===== config.mk =====
export PLATFORM = sky130hd
export DESIGN_NAME = fspa_front
export DESIGN_NICKNAME = d
export VERILOG_FILES = /design/src/hdl/fixed_slot_pool_allocator_unit_assert.svh /design/src/hdl/fspa_pkg.sv /design/src/hdl/fspa_front.sv
export SDC_FILE = /design/constraint.sdc
export NUM_CORES = 1
export LEC_CHECK = 0
export ABC_AREA = 1
export ABC_CLOCK_PERIOD_IN_PS = 8850
export BUFFER_PORTS_ARGS = -buffer_cell sky130_fd_sc_hd__buf_4
export CAP_MARGIN = 10
export CORE_MARGIN = 2
export CORE_UTILIZATION = 45
export CTS_CLUSTER_DIAMETER = 80
export CTS_CLUSTER_SIZE = 24
export DETAILED_ROUTE_END_ITERATION = 7
export PLACE_DENSITY = 0.68
export SLEW_MARGIN = 5
export SYNTH_ARGS = -nofsm -noshare
export SYNTH_HDL_FRONTEND = slang
export SYNTH_SLANG_ARGS = --single-unit

===== constraint.sdc =====
create_clock -name clk -period 8.85 [get_ports clk]
set_input_delay 0 -clock clk [delete_from_list [all_inputs] [get_ports clk]]
set_output_delay 0 -clock clk [all_outputs]
set_load 0.02 [all_outputs]

===== src/hdl/fixed_slot_pool_allocator_unit_assert.svh =====
// Assertion shorthands for the RTL. Each expects clk and rst_n in scope.
`ifndef FIXED_SLOT_POOL_ALLOCATOR_UNIT_ASSERT_SVH
`define FIXED_SLOT_POOL_ALLOCATOR_UNIT_ASSERT_SVH

// The expression holds at every rising clock edge outside reset.
`define FSPA_ASSERT_ALWAYS(lbl, expr, msg) \
  lbl: assert property (@(posedge clk) disable iff (!rst_n) (expr)) else $error(msg);

// The consequent holds in the same cycle as the antecedent.
`define FSPA_ASSERT_IMPLY(lbl, ante, cons, msg) \
  lbl: assert property (@(posedge clk) disable iff (!rst_n) (ante) |-> (cons)) else $error(msg);

`endif


===== src/hdl/fspa_pkg.sv =====
package fspa_pkg;

  localparam int MAX_SLOTS  = 256;
  localparam int MAX_BLOCKS = 8;
  localparam int SLOT_W     = 8;
  localparam int BLK_W      = 3;
  localparam int GIDX_W     = 11;
  localparam int TOTAL      = MAX_SLOTS * MAX_BLOCKS;
  localparam int ADDR_W     = 32;
  localparam int CNT_W      = 4;
  localparam int USED_W     = 12;
  localparam int SPB_W      = 9;
  localparam int SIZE_W     = 16;
  localparam int PROD_W     = 28;
  localparam int OP_W       = 2;
  localparam int STAT_W     = 3;
  localparam int IN_DATA_W  = 48;
  localparam int OUT_DATA_W = 56;

  localparam logic [SPB_W-1:0]  SPB_RESET  = 9'd256;
  localparam logic [SIZE_W-1:0] SIZE_RESET = 16'd64;
  localparam logic [ADDR_W-1:0] BASE_RESET = 32'd4096;

  typedef enum logic [OP_W-1:0] {
    OP_ALLOC = 2'd0,
    OP_FREE  = 2'd1,
    OP_QUERY = 2'd2,
    OP_NONE  = 2'd3
  } op_t;

  typedef enum logic [1:0] {
    CFG_SLOTS_PER_BLOCK = 2'd0,
    CFG_SLOT_SIZE       = 2'd1,
    CFG_POOL_BASE       = 2'd2
  } cfg_reg_t;

  typedef enum logic [STAT_W-1:0] {
    STAT_OK          = 3'd0,
    STAT_EXHAUSTED   = 3'd1,
    STAT_NULL        = 3'd2,
    STAT_MISALIGNED  = 3'd3,
    STAT_DOUBLE_FREE = 3'd4,
    STAT_OUTSIDE     = 3'd5,
    STAT_BAD_INDEX   = 3'd6
  } status_t;

  typedef enum logic [1:0] {
    CMD_ALLOC,
    CMD_FREE,
    CMD_QUERY,
    CMD_REPORT
  } cmd_kind_t;

  typedef enum logic [3:0] {
    ST_IDLE,
    ST_ALLOC_RD,
    ST_ALLOC_WR,
    ST_ALLOC_ADD,
    ST_FREE_LIM1,
    ST_FREE_LIM2,
    ST_FREE_CMP,
    ST_FREE_DIV1,
    ST_FREE_DIV2,
    ST_FREE_RD,
    ST_FREE_WR,
    ST_QUERY_DIV,
    ST_QUERY_RD,
    ST_QUERY_ANS,
    ST_EMIT
  } state_t;

  typedef struct packed {
    cmd_kind_t           kind;
    status_t             status;
    logic [ADDR_W-1:0]   diff;
    logic [GIDX_W-1:0]   slot_number;
  } cmd_t;

  typedef struct packed {
    logic [SPB_W-1:0]  n_eff;
    logic [SIZE_W-1:0] size_eff;
    logic [ADDR_W-1:0] base;
  } pool_cfg_t;

  typedef struct packed {
    logic              free;
    logic              ok;
    logic [SLOT_W-1:0] link;
  } entry_t;

  typedef struct packed {
    logic [CNT_W-1:0]  active_blocks;
    logic [USED_W-1:0] used_slots;
    logic              slot_is_free;
    logic [ADDR_W-1:0] slot_address;
    status_t           status;
  } result_t;

endpackage


===== src/hdl/fspa_front.sv =====
// Decodes each request and parks it in a two-entry queue for the engine.
module fspa_front import fspa_pkg::*; (
  input  logic              clk,
  input  logic              rst_n,
  input  logic [ADDR_W-1:0] pool_base,
  input  logic              in_tvalid,
  output logic              in_tready,
  input  logic [OP_W-1:0]   in_operation,
  input  logic [ADDR_W-1:0] in_free_address,
  input  logic [GIDX_W-1:0] in_slot_number,
  output logic              cmd_valid,
  input  logic              cmd_ready,
  output cmd_t              cmd
);

  cmd_t       fifo_r [2];
  logic       wr_ptr_r, rd_ptr_r;
  logic [1:0] cnt_r;
  cmd_t       dec;
  logic       push, pop;

  always_comb begin
    dec.diff        = in_free_address - pool_base;
    dec.slot_number = in_slot_number;
    dec.status      = STAT_OK;
    unique case (op_t'(in_operation))
      OP_ALLOC: dec.kind = CMD_ALLOC;
      OP_FREE: begin
        if (in_free_address == '0) begin
          dec.kind   = CMD_REPORT;
          dec.status = STAT_NULL;
        end else begin
          dec.kind = CMD_FREE;
        end
      end
      OP_QUERY: dec.kind = CMD_QUERY;
      default: begin
        dec.kind   = CMD_REPORT;
        dec.status = STAT_BAD_INDEX;
      end
    endcase
  end

  assign in_tready = (cnt_r != 2'd2);
  assign cmd_valid = (cnt_r != 2'd0);
  assign cmd       = fifo_r[rd_ptr_r];
  assign push      = in_tvalid && in_tready;
  assign pop       = cmd_valid && cmd_ready;

  always_ff @(posedge clk) begin
    if (!rst_n) begin
      wr_ptr_r <= 1'b0;
      rd_ptr_r <= 1'b0;
      cnt_r    <= 2'd0;
    end else begin
      if (push) begin
        fifo_r[wr_ptr_r] <= dec;
        wr_ptr_r         <= ~wr_ptr_r;
      end
      if (pop) begin
        rd_ptr_r <= ~rd_ptr_r;
      end
      cnt_r <= cnt_r + 2'(push) - 2'(pop);
    end
  end

endmodule


==> qor.yml <==
syn-num-nets: 848
drc: 0
synth_area_leaders: "edfxtp_1 45%, nand2_1 14%, inv_1 9.5%, mux2_2 8.5%, ha_1 6.6%"
arrival_ns: 1.97
p_per_area_mw_per_mm2: 195
clock_sinks: 99
r2r-start: "cnt_r[0]$_SDFF_PN0_"
r2r_slack_ns: 7.03
fmax_mhz: 507
cts_tree: "built"
gp_congestion: 0.943
grt_setup_unrepaired: "no"
h-tree-depth: 3
r2r-end: "fifo_r[0][0]$_DFFE_PP_"
reg2reg_depth: 5
rows: 43
grt_max_degree: 48
syn_area_mm2: 0.00625
syn_inst: 733
die-height_um: 122
seq_area_frac_synth_pct: 46.7
grt_pass1_wl_um: 22000
post-route-period-util_pct: 22.3
post_drt_wl_per_cell_um: 13.1
postRouteAntennaNets: 0
cp_max_fo: 33
grt-ovfl-total: 0
critical_path_class: "reg2out"
ir_worst_vdd_mv: 0.0980
first_pass_iters: 5
synth_edf_count: 94
core_area_mm2: 0.0137
syn_to_final_growth_pct: 26.4
hold_end: "wr_ptr_r$_SDFFE_PN0P_"
hp-start: "in_tvalid"
port_buffers: 129
ys_types: 30
mostFrequentLayoutCell: "nand2_1"
grt_antenna_before_repair: 0
drtIter0Drc: 278
hold_violations: 0
io_pins: 131
cts_resized: 0
wl_um: 14000
grt.total_usage_pct: 19.2
cp-start-kind: "flip-flop"
synth_ff_type: "edfxtp_1"
synth_top_cell_area_share_pct: 45.1
fin_ws_ns: 6.88
pre_cts_slack_ns: 6.99
fin_area_mm2: 0.00790
synth_seq_cells: 99
most-common-layout-cells: "232 x nand2_1, 158 x inv_1, 132 x buf_4"
crit_required_ns: 8.85
die_x_um: 122
path_clk_slew_ns: 0.07
die-area_mm2: 0.0149
end_kind: "primary output"
whs_ns: 0.0143
start_util_pct: 45.6
fin_setup_tns_ns: 0
p_total_mw: 1.54
viasPerCell: 4.61
avgSynthCellArea_um2: 8.53
route.vias.total: 4928
worstMarginPinSlew_ns: 0.652
leakage_nw: 3.98
nNetsFinal: 998
max-cap-violations: 0
ctsRootBufferMaster: "clkbuf_16"
drive_gt1_share_pct: 25.1
hp-class: "in2reg"
yosysTopAreaCell: "edfxtp_1"
setup_viol: 0
maxSlewViolCount: 0
skew_ns: 0.00697
status: "finished, final reports clean"
yosys_warnings: 0
relSlewSlack_pct: 56.5
clk_latency_ns: 0.34
synthArstFlopShare_pct: 0
grt_pass1_vias: 4617
dpl_cell_area_mm2: 0.00743
numCtsBuffers: 9
clockBufferDepth: 2
dpl.hpwl_um: 11000
min_period_ns: 1.97
worstHoldPathCells: 4
antenna_cells: 0
[worst max-delay path, stage by stage (launching register included)]
cell     delay, ns
dfxtp_2       0.55
buf_4         0.48
mux2_2        0.42
buf_4         0.16
[flip-flops by register name, indices dropped and copies added (netlist names), named ones only]
| signal | flops |
|---|---|
| fifo_r | 94 |
| cnt_r | 2 |
| rd_ptr_r | 1 |
| wr_ptr_r | 1 |
[per-layer routing]
layer / vias to the layer above / GRT usage [%] / share of wire (%)
met5: - / 0 / 0
met4: 0 / 4.31 / 0.88
met3: 8 / 2.11 / 3.2
met2: 100 / 32.8 / 48
met1: 2209 / 26.3 / 48
li1: 2611 / - / -
[where the power goes]
part           internal, mW  switching, mW  total (mW)
clock                 0.227          0.181       0.408
sequential            0.581         0.0184       0.599
combinational         0.228          0.304       0.532
[logic make-up (layout without fill, tap and decap cells)]
group | Yosys count | count (layout) | share of synthesized area [%]
AND/OR/NAND/NOR | 337 | 337 | 22.5
buffers and inverters | 167 | 322 | 10.3
flip-flops | 99 | 99 | 46.7
multiplexers | 47 | 47 | 8.47
adder cells (fa/ha/maj) | 34 | 34 | 6.92
AO/OA/AOI/OAI | 31 | 31 | 2.66
XOR/XNOR | 17 | 17 | 2.38
other | 1 | 1 | 0.0600
[metrics by stage]
| stage | utilization (%) | std cells |
|---|---|---|
| floorplan | - | 733 |
| global placement | 54.2 | 1037 |
| detailed placement | 54.2 | 1037 |
| CTS | 57.6 | 1068 |
| global route | 57.6 | 1068 |
| finish | 57.6 | 1068 |
[synth_stat cells (all sizes together) (2+ instances only)]
master	instances
dfxtp	5
nand4	7
nor4	5
nor3	4
inv	159
nand2	248
xnor2	2
a21oi	25
o21bai	2
nor2	45
buf	7
o21ai	3
ha	33
xor2	15
edfxtp	94
mux2	47
nand3	27
[final cells by class]
type | count | area (um^2)
clock buffer | 9 | 225
clock inverter | 7 | 93.8
fill | 1272 | 5820
inverter | 159 | 597
multi-input combinational | 467 | 2700
sequential | 99 | 2920
tap | 180 | 225
timing repair buffer | 147 | 1140
[how the worst max path moves through the flow]
| stage | startpoint | to | cells after the start |
|---|---|---|---|
| 6_report | flip-flop | cmd[27] | 3 |
| 5_1_grt | flip-flop | cmd[27] | 3 |
| 4_1_cts | flip-flop | cmd[27] | 3 |
| 3_5_place_dp | cnt_r[0]$_SDFF_PN0_ | fifo_r[0][42]$_DFFE_PP_ | 5 |
| 3_3_place_gp | cnt_r[0]$_SDFF_PN0_ | fifo_r[0][40]$_DFFE_PP_ | 5 |
| 2_1_floorplan | cnt_r[0]$_SDFF_PN0_ | fifo_r[1][0]$_DFFE_PP_ | 4 |
[repair_timing]
action	in CTS	in global routing
setup buffers	0	0
hold buffers	15	0
hold endpoints to repair	32	0
Power figures use the tool's default switching activity.
